## src/design/lpbse_pkg.sv

```systemverilog
package lpbse_pkg;

   localparam int unsigned CsrIndexWidth = 3;
   localparam int unsigned AddrWidth     = 11;
   localparam int unsigned CountWidth    = 6;
   localparam int unsigned PixelBits     = 24;

   localparam logic [CsrIndexWidth-1:0] RegBrightness = 3'd0;
   localparam logic [CsrIndexWidth-1:0] RegDutyOne    = 3'd1;
   localparam logic [CsrIndexWidth-1:0] RegDutyZero   = 3'd2;
   localparam logic [CsrIndexWidth-1:0] RegResetSlots = 3'd3;
   localparam logic [CsrIndexWidth-1:0] RegPixelCount = 3'd4;

   localparam logic [7:0] BrightnessReset = 8'd0;
   localparam logic [7:0] DutyOneReset    = 8'd25;
   localparam logic [7:0] DutyZeroReset   = 8'd17;
   localparam logic [5:0] ResetSlotsReset = 6'd25;
   localparam logic [6:0] PixelCountReset = 7'd64;

   localparam logic [CountWidth-1:0] SlotsPerPixel = 6'd24;
   localparam logic [CountWidth-1:0] ResetSlotsMax = 6'd40;

   localparam int unsigned QueueDepth = 2;

   typedef struct packed {
      logic [7:0] brightness;
      logic [7:0] duty_one;
      logic [7:0] duty_zero;
      logic [5:0] reset_slots;
      logic [6:0] pixel_count;
   } lpbse_cfg_type;

   // One queued job: a pixel (24 data slots) or a frame end (up to 40 zero-duty slots).
   typedef struct packed {
      logic                  frame;
      logic [AddrWidth-1:0]  base;
      logic [PixelBits-1:0]  bits;
      logic [CountWidth-1:0] count;
   } lpbse_cmd_type;

endpackage

```

## src/design/led_pixel_bit_slot_encoder.sv

```systemverilog
// Channel  Direction  Transfer when          Carries
// req      in         req_valid & req_ready  kind, pixel_index, red, green, blue
// rsp      out        rsp_valid & rsp_ready  slot_address, duty, last
// csr      in         csr_write_enable       csr_index, csr_write_data
//
// A pixel gives 24 slot words, one per cycle while rsp is not stalled, from the
// slot counter in the back end; a frame end gives up to 40 words.
// A request goes through front stage, queue and job register to the output.
// Reset is synchronous and empties the front stage, the two-entry queue and
// the output register; the registers return to their reset values.
// A stalled rsp holds its word; the front stage and the queue keep taking
// requests until both are full.
module led_pixel_bit_slot_encoder #(
   parameter int unsigned MAX_PIXELS = 64
) (
   input  logic        clock,
   input  logic        reset,
   input  logic        req_valid,
   output logic        req_ready,
   input  logic        req_kind,
   input  logic [5:0]  req_pixel_index,
   input  logic [7:0]  req_red,
   input  logic [7:0]  req_green,
   input  logic [7:0]  req_blue,
   output logic        rsp_valid,
   input  logic        rsp_ready,
   output logic [10:0] rsp_slot_address,
   output logic [7:0]  rsp_duty,
   output logic        rsp_last,
   input  logic        csr_write_enable,
   input  logic [2:0]  csr_index,
   input  logic [7:0]  csr_write_data
);

   lpbse_pkg::lpbse_cfg_type cfg_ff, cfg_in;
   lpbse_pkg::lpbse_cmd_type f2q_cmd, q2b_cmd;
   logic                     f2q_valid, f2q_ready, q2b_valid, q2b_ready;

   always_comb begin
      cfg_in = cfg_ff;
      if (csr_write_enable) begin
         case (csr_index)
            lpbse_pkg::RegBrightness: cfg_in.brightness  = csr_write_data;
            lpbse_pkg::RegDutyOne:    cfg_in.duty_one    = csr_write_data;
            lpbse_pkg::RegDutyZero:   cfg_in.duty_zero   = csr_write_data;
            lpbse_pkg::RegResetSlots: cfg_in.reset_slots = csr_write_data[5:0];
            lpbse_pkg::RegPixelCount: cfg_in.pixel_count = csr_write_data[6:0];
            default: cfg_in = cfg_ff;
         endcase
      end
   end

   always_ff @(posedge clock) begin
      if (reset) begin
         cfg_ff.brightness  <= lpbse_pkg::BrightnessReset;
         cfg_ff.duty_one    <= lpbse_pkg::DutyOneReset;
         cfg_ff.duty_zero   <= lpbse_pkg::DutyZeroReset;
         cfg_ff.reset_slots <= lpbse_pkg::ResetSlotsReset;
         cfg_ff.pixel_count <= lpbse_pkg::PixelCountReset;
      end else begin
         cfg_ff <= cfg_in;
      end
   end

   lpbse_front #(
      .MAX_PIXELS(MAX_PIXELS)
   ) u_front (
      .clock           (clock),
      .reset           (reset),
      .cfg             (cfg_ff),
      .req_valid       (req_valid),
      .req_ready       (req_ready),
      .req_kind        (req_kind),
      .req_pixel_index (req_pixel_index),
      .req_red         (req_red),
      .req_green       (req_green),
      .req_blue        (req_blue),
      .cmd_valid       (f2q_valid),
      .cmd_ready       (f2q_ready),
      .cmd             (f2q_cmd)
   );

   lpbse_queue u_queue (
      .clock      (clock),
      .reset      (reset),
      .push_valid (f2q_valid),
      .push_ready (f2q_ready),
      .push_data  (f2q_cmd),
      .pop_valid  (q2b_valid),
      .pop_ready  (q2b_ready),
      .pop_data   (q2b_cmd)
   );

   lpbse_back u_back (
      .clock            (clock),
      .reset            (reset),
      .cfg              (cfg_ff),
      .cmd_valid        (q2b_valid),
      .cmd_ready        (q2b_ready),
      .cmd              (q2b_cmd),
      .rsp_valid        (rsp_valid),
      .rsp_ready        (rsp_ready),
      .rsp_slot_address (rsp_slot_address),
      .rsp_duty         (rsp_duty),
      .rsp_last         (rsp_last)
   );

endmodule

```

## src/design/lpbse_front.sv

```systemverilog
module lpbse_front #(
   parameter int unsigned MAX_PIXELS = 64
) (
   input  logic                   clock,
   input  logic                   reset,
   input  lpbse_pkg::lpbse_cfg_type cfg,
   input  logic                   req_valid,
   output logic                   req_ready,
   input  logic                   req_kind,
   input  logic [5:0]             req_pixel_index,
   input  logic [7:0]             req_red,
   input  logic [7:0]             req_green,
   input  logic [7:0]             req_blue,
   output logic                   cmd_valid,
   input  logic                   cmd_ready,
   output lpbse_pkg::lpbse_cmd_type cmd
);

   localparam logic [8:0] MaxPix = 9'(MAX_PIXELS);

   logic                     fr_valid_ff, fr_valid_in;
   lpbse_pkg::lpbse_cmd_type fr_cmd_ff, fr_cmd_in;
   logic                     accept, keep, push;
   logic [15:0]              prod_r, prod_g, prod_b;
   logic [7:0]               scl_r, scl_g, scl_b;
   logic [8:0]               pc_wide;
   logic [6:0]               pc_sat;
   logic [11:0]              frame_base;
   logic [5:0]               n_sat;

   assign push      = fr_valid_ff && cmd_ready;
   assign req_ready = !fr_valid_ff || cmd_ready;
   assign accept    = req_valid && req_ready;
   assign cmd_valid = fr_valid_ff;
   assign cmd       = fr_cmd_ff;

   assign prod_r = req_red * cfg.brightness;
   assign prod_g = req_green * cfg.brightness;
   assign prod_b = req_blue * cfg.brightness;

   always_comb begin
      if (cfg.brightness != 8'd0) begin
         scl_r = prod_r[15:8];
         scl_g = prod_g[15:8];
         scl_b = prod_b[15:8];
      end else begin
         scl_r = req_red;
         scl_g = req_green;
         scl_b = req_blue;
      end
   end

   assign pc_wide    = {2'b00, cfg.pixel_count};
   assign pc_sat     = (pc_wide > MaxPix) ? 7'(MaxPix) : cfg.pixel_count;
   assign frame_base = {1'b0, pc_sat, 4'b0000} + {2'b00, pc_sat, 3'b000};
   assign n_sat      = (cfg.reset_slots > lpbse_pkg::ResetSlotsMax) ?
                       lpbse_pkg::ResetSlotsMax : cfg.reset_slots;

   // Pixels past the buffer and empty frame ends are taken and dropped here.
   assign keep = accept && (req_kind ? (n_sat != 6'd0)
                                     : ({3'b000, req_pixel_index} < MaxPix));

   always_comb begin
      fr_cmd_in = fr_cmd_ff;
      if (accept) begin
         fr_cmd_in.frame = req_kind;
         if (req_kind) begin
            fr_cmd_in.base  = frame_base[10:0];
            fr_cmd_in.bits  = '0;
            fr_cmd_in.count = n_sat;
         end else begin
            fr_cmd_in.base  = {1'b0, req_pixel_index, 4'b0000}
                            + {2'b00, req_pixel_index, 3'b000};
            fr_cmd_in.bits  = {scl_g, scl_r, scl_b};
            fr_cmd_in.count = lpbse_pkg::SlotsPerPixel;
         end
      end
   end

   always_comb begin
      fr_valid_in = fr_valid_ff;
      if (keep) begin
         fr_valid_in = 1'b1;
      end else if (push) begin
         fr_valid_in = 1'b0;
      end
   end

   always_ff @(posedge clock) begin
      if (reset) begin
         fr_valid_ff <= 1'b0;
      end else begin
         fr_valid_ff <= fr_valid_in;
      end
   end

   always_ff @(posedge clock) begin
      fr_cmd_ff <= fr_cmd_in;
   end

   a_front_count_nonzero: assert property (@(posedge clock) disable iff (reset)
      fr_valid_ff |-> fr_cmd_ff.count != 6'd0)
      else $error("front stage holds a job with no slots");

endmodule

```

## src/design/lpbse_queue.sv

```systemverilog
module lpbse_queue (
   input  logic                     clock,
   input  logic                     reset,
   input  logic                     push_valid,
   output logic                     push_ready,
   input  lpbse_pkg::lpbse_cmd_type push_data,
   output logic                     pop_valid,
   input  logic                     pop_ready,
   output lpbse_pkg::lpbse_cmd_type pop_data
);

   localparam int unsigned Depth    = lpbse_pkg::QueueDepth;
   localparam int unsigned PtrWidth = (Depth > 1) ? $clog2(Depth) : 1;
   localparam int unsigned CntWidth = $clog2(Depth + 1);
   localparam logic [CntWidth-1:0] Full = CntWidth'(Depth);
   localparam logic [PtrWidth-1:0] Last = PtrWidth'(Depth - 1);

   lpbse_pkg::lpbse_cmd_type mem [Depth];
   logic [PtrWidth-1:0] wr_ptr_ff, wr_ptr_in, rd_ptr_ff, rd_ptr_in;
   logic [CntWidth-1:0] count_ff, count_in;
   logic                push, pop;

   assign push_ready = count_ff != Full;
   assign pop_valid  = count_ff != '0;
   assign push       = push_valid && push_ready;
   assign pop        = pop_valid && pop_ready;
   assign pop_data   = mem[rd_ptr_ff];

   always_comb begin
      wr_ptr_in = wr_ptr_ff;
      rd_ptr_in = rd_ptr_ff;
      count_in  = count_ff;
      if (push) begin
         wr_ptr_in = (wr_ptr_ff == Last) ? '0 : wr_ptr_ff + 1'b1;
      end
      if (pop) begin
         rd_ptr_in = (rd_ptr_ff == Last) ? '0 : rd_ptr_ff + 1'b1;
      end
      if (push && !pop) begin
         count_in = count_ff + 1'b1;
      end else if (pop && !push) begin
         count_in = count_ff - 1'b1;
      end
   end

   always_ff @(posedge clock) begin
      if (reset) begin
         wr_ptr_ff <= '0;
         rd_ptr_ff <= '0;
         count_ff  <= '0;
      end else begin
         wr_ptr_ff <= wr_ptr_in;
         rd_ptr_ff <= rd_ptr_in;
         count_ff  <= count_in;
      end
   end

   always_ff @(posedge clock) begin
      if (push) begin
         mem[wr_ptr_ff] <= push_data;
      end
   end

   a_queue_fill: assert property (@(posedge clock) disable iff (reset)
      (push && !pop) |=> count_ff == $past(count_ff) + 1'b1)
      else $error("queue fill level did not follow a lone write");

endmodule

```

## src/design/lpbse_back.sv

```systemverilog
module lpbse_back (
   input  logic                     clock,
   input  logic                     reset,
   input  lpbse_pkg::lpbse_cfg_type cfg,
   input  logic                     cmd_valid,
   output logic                     cmd_ready,
   input  lpbse_pkg::lpbse_cmd_type cmd,
   output logic                     rsp_valid,
   input  logic                     rsp_ready,
   output logic [10:0]              rsp_slot_address,
   output logic [7:0]               rsp_duty,
   output logic                     rsp_last
);

   logic                     active_ff, active_in;
   lpbse_pkg::lpbse_cmd_type job_ff, job_in;
   logic [5:0]               step_ff, step_in;
   logic                     rsp_valid_ff, rsp_valid_in;
   logic [10:0]              rsp_addr_ff, rsp_addr_in;
   logic [7:0]               rsp_duty_ff, rsp_duty_in;
   logic                     rsp_last_ff, rsp_last_in;
   logic                     emit, at_end, load;

   assign emit      = active_ff && (!rsp_valid_ff || rsp_ready);
   assign at_end    = step_ff == job_ff.count - 6'd1;
   assign load      = cmd_valid && (!active_ff || (emit && at_end));
   assign cmd_ready = load;

   assign rsp_valid        = rsp_valid_ff;
   assign rsp_slot_address = rsp_addr_ff;
   assign rsp_duty         = rsp_duty_ff;
   assign rsp_last         = rsp_last_ff;

   always_comb begin
      active_in    = active_ff;
      job_in       = job_ff;
      step_in      = step_ff;
      rsp_valid_in = rsp_valid_ff;
      rsp_addr_in  = rsp_addr_ff;
      rsp_duty_in  = rsp_duty_ff;
      rsp_last_in  = rsp_last_ff;
      if (emit) begin
         rsp_valid_in = 1'b1;
         rsp_addr_in  = job_ff.base + {5'b00000, step_ff};
         rsp_last_in  = at_end;
         if (job_ff.frame) begin
            rsp_duty_in = 8'd0;
         end else begin
            rsp_duty_in = job_ff.bits[23] ? cfg.duty_one : cfg.duty_zero;
         end
         // Bits leave from the top, so the pattern shifts up one per slot.
         job_in.bits = {job_ff.bits[22:0], 1'b0};
         step_in     = step_ff + 6'd1;
         if (at_end) begin
            active_in = 1'b0;
         end
      end else if (rsp_ready) begin
         rsp_valid_in = 1'b0;
      end
      if (load) begin
         active_in = 1'b1;
         job_in    = cmd;
         step_in   = 6'd0;
      end
   end

   always_ff @(posedge clock) begin
      if (reset) begin
         active_ff    <= 1'b0;
         rsp_valid_ff <= 1'b0;
      end else begin
         active_ff    <= active_in;
         rsp_valid_ff <= rsp_valid_in;
      end
   end

   always_ff @(posedge clock) begin
      job_ff      <= job_in;
      step_ff     <= step_in;
      rsp_addr_ff <= rsp_addr_in;
      rsp_duty_ff <= rsp_duty_in;
      rsp_last_ff <= rsp_last_in;
   end

   a_back_step_range: assert property (@(posedge clock) disable iff (reset)
      active_ff |-> step_ff < job_ff.count)
      else $error("slot counter ran past the job length");

   a_back_pixel_len: assert property (@(posedge clock) disable iff (reset)
      (emit && !job_ff.frame) |-> job_ff.count == lpbse_pkg::SlotsPerPixel)
      else $error("pixel job without a full set of bit slots");

   a_back_frame_duty: assert property (@(posedge clock) disable iff (reset)
      (emit && job_ff.frame) |=> rsp_valid_ff && rsp_duty_ff == 8'd0)
      else $error("frame-end slot carries a nonzero duty");

endmodule
```

## config.mk

```make
export PLATFORM = sky130hd
export DESIGN_NAME = led_pixel_bit_slot_encoder
export DESIGN_NICKNAME = d
export VERILOG_FILES = /design/src/design/lpbse_pkg.sv /design/src/design/led_pixel_bit_slot_encoder.sv /design/src/design/lpbse_front.sv /design/src/design/lpbse_queue.sv /design/src/design/lpbse_back.sv
export SDC_FILE = /design/constraint.sdc
export NUM_CORES = 1
export LEC_CHECK = 0
export BUFFER_PORTS_ARGS = -buffer_cell sky130_fd_sc_hd__clkbuf_2
export CORE_MARGIN = 5
export CORE_UTILIZATION = 58
export CTS_CLUSTER_SIZE = 16
export DETAILED_ROUTE_END_ITERATION = 10
export PLACE_DENSITY = 0.78
export SYNTH_ARGS = -nofsm -noshare
export SYNTH_HDL_FRONTEND = slang
export SYNTH_SLANG_ARGS = --single-unit
```

## constraint.sdc

```tcl
create_clock -name clock -period 6.1 [get_ports clock]
set_input_delay 0.305 -clock clock [delete_from_list [all_inputs] [get_ports clock]]
set_output_delay 0.305 -clock clock [all_outputs]
set_load 0.01 [all_outputs]
```

Yosys cells after proc, flatten, opt, wreduce, memory -nomap -nowiden
Memory sizes are Yosys's and may differ from the RTL's. A register that Yosys moved wholly into a read port is not among the register bits.
Cells that the tools add are included.
{"block": "word_totals", "memories": 1, "elab_cells": 101, "ff_bits": 154, "output_inout_bits": 22, "ram_bits": 84}
{"memory": "u_queue.mem", "words": 2, "word_bits": 42, "read_ports": 1, "rd_clocked_by_memory_dff": 1, "wr": 1, "line": "lpbse_queue.sv:18", "text": "lpbse_pkg::lpbse_cmd_type mem [Depth];"}
{"block": "classes", "addsub": 9, "mux": 25, "eq_ne": 6, "n_mul": 3, "magnitude_cmp": 2, "n_reduce_logical": 32}
{"cell": "multiplier 8 x 8 -> 16 bit", "n": 3}
{"cell": "two-way mux 41 bit", "n": 1}
{"cell": "two-way mux 8 bit", "n": 4}
{"cell": "two-way mux 30 bit", "n": 1}
{"cell": "two-way mux 24 bit", "n": 1}
{"cell": "two-way mux 1 bit", "n": 14}
{"cell": "AND reduction 2 bit", "n": 6}
{"cell": "nonzero test 2 bit", "n": 6}
{"cell": "adder 10 x 9 -> 11 bit", "n": 1}
{"cell": "adder 11 x 10 -> 11 bit", "n": 1}
{"cell": "adder 11 x 6 -> 11 bit", "n": 1}
{"cell": "logical AND 1 bit", "n": 9}
{"cell": "nonzero test 8 bit", "n": 1}
{"cell": "> comparator 7 bit, second input constant", "n": 1}
{"cell": "two-way mux 7 bit", "n": 1}
{"cell": "adder 6 x 1 -> 6 bit, second input constant", "n": 1}
{"cell": "equality test 3 x 2 -> 1 bit, second input constant", "n": 2}
{"cell": "equality test 6 bit", "n": 1}
{"cell": "> comparator 6 bit, second input constant", "n": 1}
{"cell": "two-way mux 6 bit", "n": 1}
{"cell": "nonzero test 6 bit", "n": 1}
{"cell": "subtractor 6 x 1 -> 6 bit, second input constant", "n": 1}
{"cell": "zero test 1 bit", "n": 5}
{"cell": "two-way mux 2 bit", "n": 2}
{"cell": "other kinds (8)", "n": 11}

Depth between registers and ports, before layout
Gate-level depths: netlist of run 1.
{"block": "depth", "depth_word": 10, "ltp_mapped": 17}

By module
A second synthesis of run 1 with hierarchy kept.
{"block": "hier_totals", "cells_unflattened": 1366, "area_unflattened_um2": 15920.3}
{"module": "lpbse_front", "n_inst": 1, "cells_per_inst": 861, "area_per_inst_um2": 7990.2, "seq_area_each_um2": 1191.1}
{"module": "lpbse_queue", "n_inst": 1, "cells_per_inst": 155, "area_per_inst_um2": 3243.1, "seq_area_each_um2": 2622.5}
{"module": "lpbse_back", "n_inst": 1, "cells_per_inst": 208, "area_per_inst_um2": 3171.8, "seq_area_each_um2": 2021.9}
{"module": "led_pixel_bit_slot_encoder", "n_inst": 1, "cells_per_inst": 142, "area_per_inst_um2": 1515.2, "seq_area_each_um2": 740.7}

Worst setup path after synthesis of run 1
OpenSTA, ideal clock, no wires.
{"block": "synth_path", "path_kind": "flip-flop to flip-flop", "startpoint": "register cfg_ff[36] (netlist bit)", "endpoint": "register u_front.fr_cmd_ff (netlist bit u_front.cmd[27]), data pin", "path_buffers": 1, "slack_ns": 1.489, "stages_incl_launch_ff": 15, "setup_ns": 0.167, "t_required_ns": 5.933, "arrival_ns": 4.443, "cell_sequence": "dfxtp_1 -> clkbuf_1 -> nand2_1 -> fa_1 -> fa_1 -> inv_1 -> fa_1 -> fa_1 -> ha_1 -> a21o_1 -> o21a_1 -> a2111oi_4 -> o31ai_1 -> xnor2_1 -> a211oi_1"}
{"block": "synth_between", "elab_chain_len": 2, "elab_cells_between_ends": 3, "cone_classes": "1 x mul; 1 x mux; 1 x reduce/logical"}
{"item": "start, declared", "line": "led_pixel_bit_slot_encoder.sv:35", "text": "lpbse_pkg::lpbse_cfg_type cfg_ff, cfg_in;"}
{"item": "start signal, assigned", "line": "led_pixel_bit_slot_encoder.sv:61", "text": "cfg_ff <= cfg_in;"}
{"item": "multiplier 8 x 8 -> 16 bit or nonzero test 8 bit (tied branches)", "line": "lpbse_front.sv:38, lpbse_front.sv:42"}
{"item": "two-way mux 8 bit (*)", "line": "lpbse_front.sv:42", "text": "if (cfg.brightness != 8'd0) begin"}
{"item": "end signal, assigned", "line": "lpbse_front.sv:98", "text": "fr_cmd_ff <= fr_cmd_in;"}
{"item": "end, declared", "line": "lpbse_front.sv:22", "text": "lpbse_pkg::lpbse_cmd_type fr_cmd_ff, fr_cmd_in;"}
Every way passes the cells marked *; elsewhere a longest branch is shown, timed or not.
A chain may end at the register's enable or synchronous reset.

Final worst setup path of run 1
{"block": "layout_path", "startpoint": "register cfg_ff[33] (netlist bit)", "endpoint": "register u_front.fr_cmd_ff (netlist bit u_front.cmd[29]), data pin"}
Same word-level chain as after synthesis.

==> impl_metrics.toml, run 1 <==
[floorplanning]
start_util = 0.585
rows = 59
ios = 69
die_w_um = 172
dieHeight_um = 172
coreArea_mm2 = 0.0259
die_area_mm2 = 0.0295

[timing]
fin_setup_tns_ns = 0
fin_crit_sh = 0.850
finalClockSkew_ns = 0.0136
hold_viol = 0
min_period_ns = 5.19
worst_pin_slew_ns = 1.12
relSlewSlack = 0.252
setup_viol = 0
grt_setup_unrepaired = "false"
max_freq_mhz = 193
finalMaxSlewViolations = 0

[min_path]
min_to = "cfg_ff[28]"
worstHoldStart = "csr_write_data[7]"
hold_path_class = "in -> reg"
holdPathStages = 3

[run_status]
status = "finished clean"

[synthesis]
syn_inst = 1371
synth_top_cell_area_share = 0.349
ys_warn_count = 0
syn_area_mm2 = 0.0152
postSynthAreaPerCell_um2 = 11.1
synth-seq-cells = 227
async_flop_share = 0
seq_area_frac_synth = 0.416
synth_cell_types = 61
synth.area.top_cells = "edfxtp_1 (35%), fa_1 (14%), ha_1 (9.7%), dfxtp_1 (6.7%), and2_1 (6.2%)"
syn_nets = 1643
dominantRegCellSynth = "edfxtp_1"
synth_top_cell_by_area = "edfxtp_1"
synth_edf_count = 176

[clock_network]
cts-root-buf = "clkbuf_16"
h-tree-depth = 1
max-clock-path-buffers = 3
clkTransAtPathRegs_ns = 0.06
numCtsBuffers = 23
cts_resized = 0
cts_tree = "yes"
postCtsSetupBuffers = 0
hold_buffers = 0
insertion_delay_ns = 0.51
cts.sinks = 227

[route]
totalWireLength_um = 30900
drt-pass1-iter-count = 6
avgRoutedWirePerCell_um = 17.4
antenna_left = 0
vias_per_cell = 5.61
detail_route.iter0.violations = 590
drc = 0
via_count = 9959

[grt]
track_usage = 0.215
grt_pass1_vias = 10200
antenna_found_initial = 0
grt_max_degree = 69
gr-total-overflow = 0
grt_pass1_wl_um = 50900

[critical_path]
crit_type = "reg -> reg"
cp_max_fo = 26
crit_arrival_ns = 5.49
cp.required_ns = 6.40
rr_endpoint = "u_front.cmd[29]"
reg2regPathDepth = 13
r2r_slack_ns = 0.91
critical_path.endpoint_type = "flip-flop"
rr_startpoint = "cfg_ff[33]"
startpoint_type = "flip-flop"

[power_and_ir_drop]
finalPower_mw = 4.40
ir_worst_vdd_mv = 0.281
p_leak_nw = 7.31
powerDensity_mw_per_mm2 = 267

[placement]
hpwl_um = 22000
gp_congestion = 0.844
port_buffers = 68

[flow_run]
maxCapViolCount = 0

[layout]
nFillCells = 2000
antenna_cells = 0
multi_input_comb_area_mm2 = 0.00813
nNetsFinal = 1696
drive_gt1_frac = 0.0985
regArea_mm2 = 0.00631
area_growth_pct = 8.50
-- worst max-delay path by stage --
stage | cells past startpoint | slack, ns | startpoint | end
2_1_floorplan | 14 | 1.49 | cfg_ff[36] | u_front.cmd[27]
3_3_place_gp | 14 | 1.01 | cfg_ff[32] | u_front.cmd[12]
3_5_place_dp | 14 | 0.89 | cfg_ff[32] | u_front.cmd[12]
4_1_cts | 13 | 0.90 | cfg_ff[33] | u_front.cmd[29]
5_1_grt | 14 | 0.54 | cfg_ff[32] | u_front.cmd[18]
6_report | 13 | 0.91 | cfg_ff[33] | u_front.cmd[29]
-- kinds of logic (layout without fill, tap and decap cells) --
logic type,count (synthesis),in the layout,share of synthesized area
and+or+nand+nor,457,457,0.156
buffers and inverters,184,254,0.0489
muxes,60,60,0.0410
AOI/OAI and AO/OA,173,173,0.0731
xor gates and xnor gates,45,45,0.0260
adders and majority gates,225,225,0.239
DFF,227,227,0.416
-- registers in the layout (all words and copies together) (netlist names), 2 cells and up, named ones only --
| name | count |
|---|---|
| u_queue.mem | 78 |
| u_back.job_ff | 39 |
| cfg_ff | 37 |
| u_back.step_ff | 6 |
| u_back.rsp_slot_address | 11 |
| u_back.rsp_duty | 8 |
| u_front.cmd | 39 |
| u_queue.count_ff | 2 |
-- routing by layer --
metal / vias to the layer above / share of wire / track usage
met4: 0 / 0.024 / 0.0658
met5: - / 0 / 0
met1: 4882 / 0.43 / 0.285
met2: 272 / 0.49 / 0.368
met3: 55 / 0.058 / 0.0317
li1: 4750 / - / -
-- final cells by class --
class | instances | area share
Clock buffer | 29 | 0.0364
Clock inverter | 13 | 0.00479
Inverter | 135 | 0.0308
Multi-Input combinational cell | 960 | 0.494
Sequential cell | 227 | 0.383
Tap cell | 335 | 0.0255
Timing Repair Buffer | 77 | 0.0248
-- stage by stage --
step | utilization | instance area [µm²] | hold slack [ns] | instances | setup WS (ns)
after global routing | 0.635 | 16500 | 0.0648 | 1776 | 0.538
final | 0.635 | 16500 | 0.0653 | 1776 | 0.912
after floorplan | - | 15200 | 0.404 | 1371 | 1.49
after CTS | 0.635 | 16500 | 0.0398 | 1776 | 0.901
after detailed placement | 0.609 | 15800 | 0.434 | 1734 | 0.889
after global placement | 0.609 | 15800 | 0.422 | 1734 | 1.01
-- where the power goes --
group	leakage [nW]	switching [mW]	internal, mW	total [mW]
logic	4.91	0.551	0.340	0.890
clock network	0.326	0.566	0.700	1.27
registers	2.08	0.178	2.07	2.24
total	7.31	1.29	3.11	4.40
-- critical path, cell delays in order (launching register included) --
cell	delay [ns]
dfxtp_1	0.94
nand2_1	0.18
fa_1	0.54
fa_1	0.49
inv_1	0.05
fa_1	0.50
fa_1	0.49
ha_1	0.34
a21o_1	0.18
o21a_1	0.24
a2111oi_4	0.49
o31ai_2	0.12
xnor2_1	0.13
a211oi_1	0.28
-- cell usage after synthesis (8+ instances only) --
cell type / count
edfxtp_1: 176
and2_1: 151
inv_1: 135
nand2_1: 135
ha_1: 117
fa_1: 108
a21oi_1: 78
nor2_1: 76
dfxtp_1: 51
mux2i_1: 43
clkbuf_1: 35
xnor2_1: 29
o21ai_0: 27
mux2_2: 17
xor2_1: 16
nor2b_1: 15
a21o_1: 13
nand3b_1: 13
nand3_1: 12
a211oi_1: 11
and3_1: 10
nand2b_1: 10
o21bai_1: 9
nand4_1: 8
-- placed cells by master, fill, tap and decap left out, types with 29 or more instances in the layout --
master	count
mux2i_1	43
nor2_1	75
clkbuf_2	68
nand2_1	135
ha_1	117
a21oi_1	77
and2_1	150
dfxtp_1	50
inv_1	135
xnor2_1	29
edfxtp_1	176
fa_1	108
(Power assumes the default switching activity.)
==> inputs of run 2 (changes only) <==
- ABC_AREA: default -> 1
- CORE_MARGIN: 5 -> default
==> impl_metrics.toml, run 2 <==
[run_status]
status = "finished clean"

[synthesis]
synth_cell_types = 42
ys_warn_count = 0
syn_area_mm2 = 0.0162
synth.area.top_cells = "edfxtp_1 (33%), fa_1 (13%), nand2_1 (11%), inv_1 (9.2%), ha_1 (9.1%)"
synth_most_common_cell = "nand2_1"
ys_top_cells_by_count = "nand2_1 (477), inv_1 (394), edfxtp_1 (176)"
syn_inst = 1875
synth_edf_count = 176
synth_top_cell_area_share = 0.327
async_flop_share = 0
syn_nets = 2147
synth_top_cell_by_area = "edfxtp_1"
postSynthAreaPerCell_um2 = 8.61
seq_area_frac_synth = 0.390
dominantRegCellSynth = "edfxtp_1"
synth-seq-cells = 227

[clock_network]
clkTransAtPathRegs_ns = 0.06
h-tree-depth = 1
cts.sinks = 227
numCtsBuffers = 24
cts-root-buf = "clkbuf_16"
cts_tree = "yes"
postCtsSetupBuffers = 0
cts_resized = 0
insertion_delay_ns = 0.52
max-clock-path-buffers = 3
hold_buffers = 0

[timing]
max_freq_mhz = 204
min_period_ns = 4.90
fin_setup_tns_ns = 0
fin_crit_sh = 0.803
finalMaxSlewViolations = 0
finalClockSkew_ns = 0.0193
relSlewSlack = 0.173
setup_viol = 0
hold_viol = 0
grt_setup_unrepaired = "false"
worst_pin_slew_ns = 1.24
finalWorstSetupSlack_ns = 1.20

[critical_path]
rr_endpoint = "u_front.cmd[19]"
crit_type = "reg -> reg"
crit_arrival_ns = 5.16
endpoint = "u_front.cmd[19]"
cp_max_fo = 26
crit_start = "cfg_ff[36]"
reg2regPathDepth = 14
startpoint_type = "flip-flop"
cp.required_ns = 6.36
critical_path.endpoint_type = "flip-flop"
r2r_slack_ns = 1.20
rr_startpoint = "cfg_ff[36]"

[route]
totalWireLength_um = 34800
drt-pass1-iter-count = 9
avgRoutedWirePerCell_um = 15.2
antenna_left = 0
via_count = 12100
detail_route.iter0.violations = 755
vias_per_cell = 5.28
drc = 0

[grt]
antenna_found_initial = 0
grt_max_degree = 52
gr-total-overflow = 0
track_usage = 0.253
grt_pass1_wl_um = 57700
grt_pass1_vias = 12200

[placement]
gp_congestion = 0.918
hpwl_um = 25200
port_buffers = 68
place_area_mm2 = 0.0167
dp.cells = 2255
post-place-ws_ns = 1.25

[min_path]
hold_path_class = "in -> reg"

[power_and_ir_drop]
switching_share = 0.321
clockPowerShare = 0.289
p_sw_mw = 1.57
power_frac_seq = 0.457
ir_worst_vdd_mv = 0.205
p_leak_nw = 9.42
combPwrFrac = 0.253
p_int_mw = 3.32
powerDensity_mw_per_mm2 = 280

[floorplanning]
coreArea_mm2 = 0.0271
rows = 60
dieHeight_um = 169
die_area_mm2 = 0.0285
start_util = 0.596
ios = 69
die_w_um = 169

[layout]
largest_register_ffs = 78
area_growth_pct = 8.40
post-route-util = 0.646
drive_gt1_frac = 0.0862
final_common_cell = "nand2_1"
largest_register = "u_queue.mem"
nFillCells = 2188
regArea_mm2 = 0.00631
finalNonFillerCells = 2297
nNetsFinal = 2181
layout_common_cells = "nand2_1 (477), inv_1 (394), edfxtp_1 (176)"
antenna_cells = 0
multi_input_comb_area_mm2 = 0.00803
final_cell_area_mm2 = 0.0175

[flow_run]
maxCapViolCount = 0
==> run 2: changes by cell type after synthesis, moves of 29 or more <==
cell     delta
and2_1    -147
inv_1     +259
nand2_1   +342
nand3_1    +58
nor2_1     +73
o21ai_0    +29
==> run 2: power by group through the flow <==
stage          Combinational, mW  Clock (mW)  Sequential (mW)
2_1_floorplan              0.963           0             2.23
3_3_place_gp                1.20           0             2.26
3_5_place_dp                1.25           0             2.27
4_1_cts                     1.26        1.43             2.24
5_1_grt                     1.39        1.49             2.27
6_report                    1.24        1.42             2.24
==> run 2: cell families (layout without fill, tap and decap cells) <==
| group | after synthesis | count (layout) | share of synthesized area |
|---|---|---|---|
| buffers and inverters | 472 | 522 | 0.113 |
| multiplexers | 24 | 24 | 0.0149 |
| adder cells (fa/ha/maj) | 225 | 225 | 0.224 |
| AND/OR/NAND/NOR | 740 | 740 | 0.186 |
| flip-flops | 227 | 227 | 0.390 |
| XOR/XNOR | 17 | 17 | 0.00922 |
| AO/OA/AOI/OAI | 170 | 170 | 0.0620 |
==> run 2: layer usage <==
layer / part of all wire / GRT usage / up-vias
li1: - / - / 5882
met1: 0.41 / 0.314 / 5787
met2: 0.51 / 0.459 / 367
met3: 0.050 / 0.0285 / 81
met4: 0.030 / 0.0874 / 0
met5: 0 / 0 / -
==> run 2: worst min path at each step <==
| stage | from | to | slack (ns) | cells past startpoint |
|---|---|---|---|---|
| after floorplan | req_kind | u_front.cmd[41] | 0.40 | 0 |
| after global placement | u_front.cmd[7] | u_queue.mem[0][7] | 0.42 | 0 |
| after detailed placement | u_front.cmd[17] | u_queue.mem[1][17] | 0.43 | 0 |
| after CTS | req_valid | u_front.cmd_valid | 0.04 | 3 |
| after global routing | req_valid | u_front.cmd_valid | 0.09 | 3 |
| final | rsp_ready | u_back.rsp_valid | 0.06 | 4 |
==> run 2: worst max-delay path: stages, from the launching register on <==
cell	delay [ns]
dfxtp_1	1.05
nand2_1	0.18
fa_1	0.56
fa_1	0.55
inv_1	0.06
fa_1	0.50
fa_1	0.49
ha_1	0.37
nand2_1	0.13
o21ai_0	0.25
nand2_1	0.11
nand4_1	0.10
nand2_1	0.05
o21ai_0	0.17
inv_1	0.05
==> run 2: final cells by class <==
type                    count  area share
inverters                 400      0.0858
multi-input cells        1176       0.459
well taps                 372      0.0266
clock inverters            14     0.00758
repair buffers             80      0.0246
clock buffers              28      0.0364
flip-flops and latches    227       0.360
==> run 2: stage by stage <==
stage | hold slack [ns] | power (mW)
2_1_floorplan | 0.404 | 3.19
3_3_place_gp | 0.423 | 3.46
3_5_place_dp | 0.429 | 3.52
4_1_cts | 0.0445 | 4.93
5_1_grt | 0.0894 | 5.16
6_report | 0.0559 | 4.90
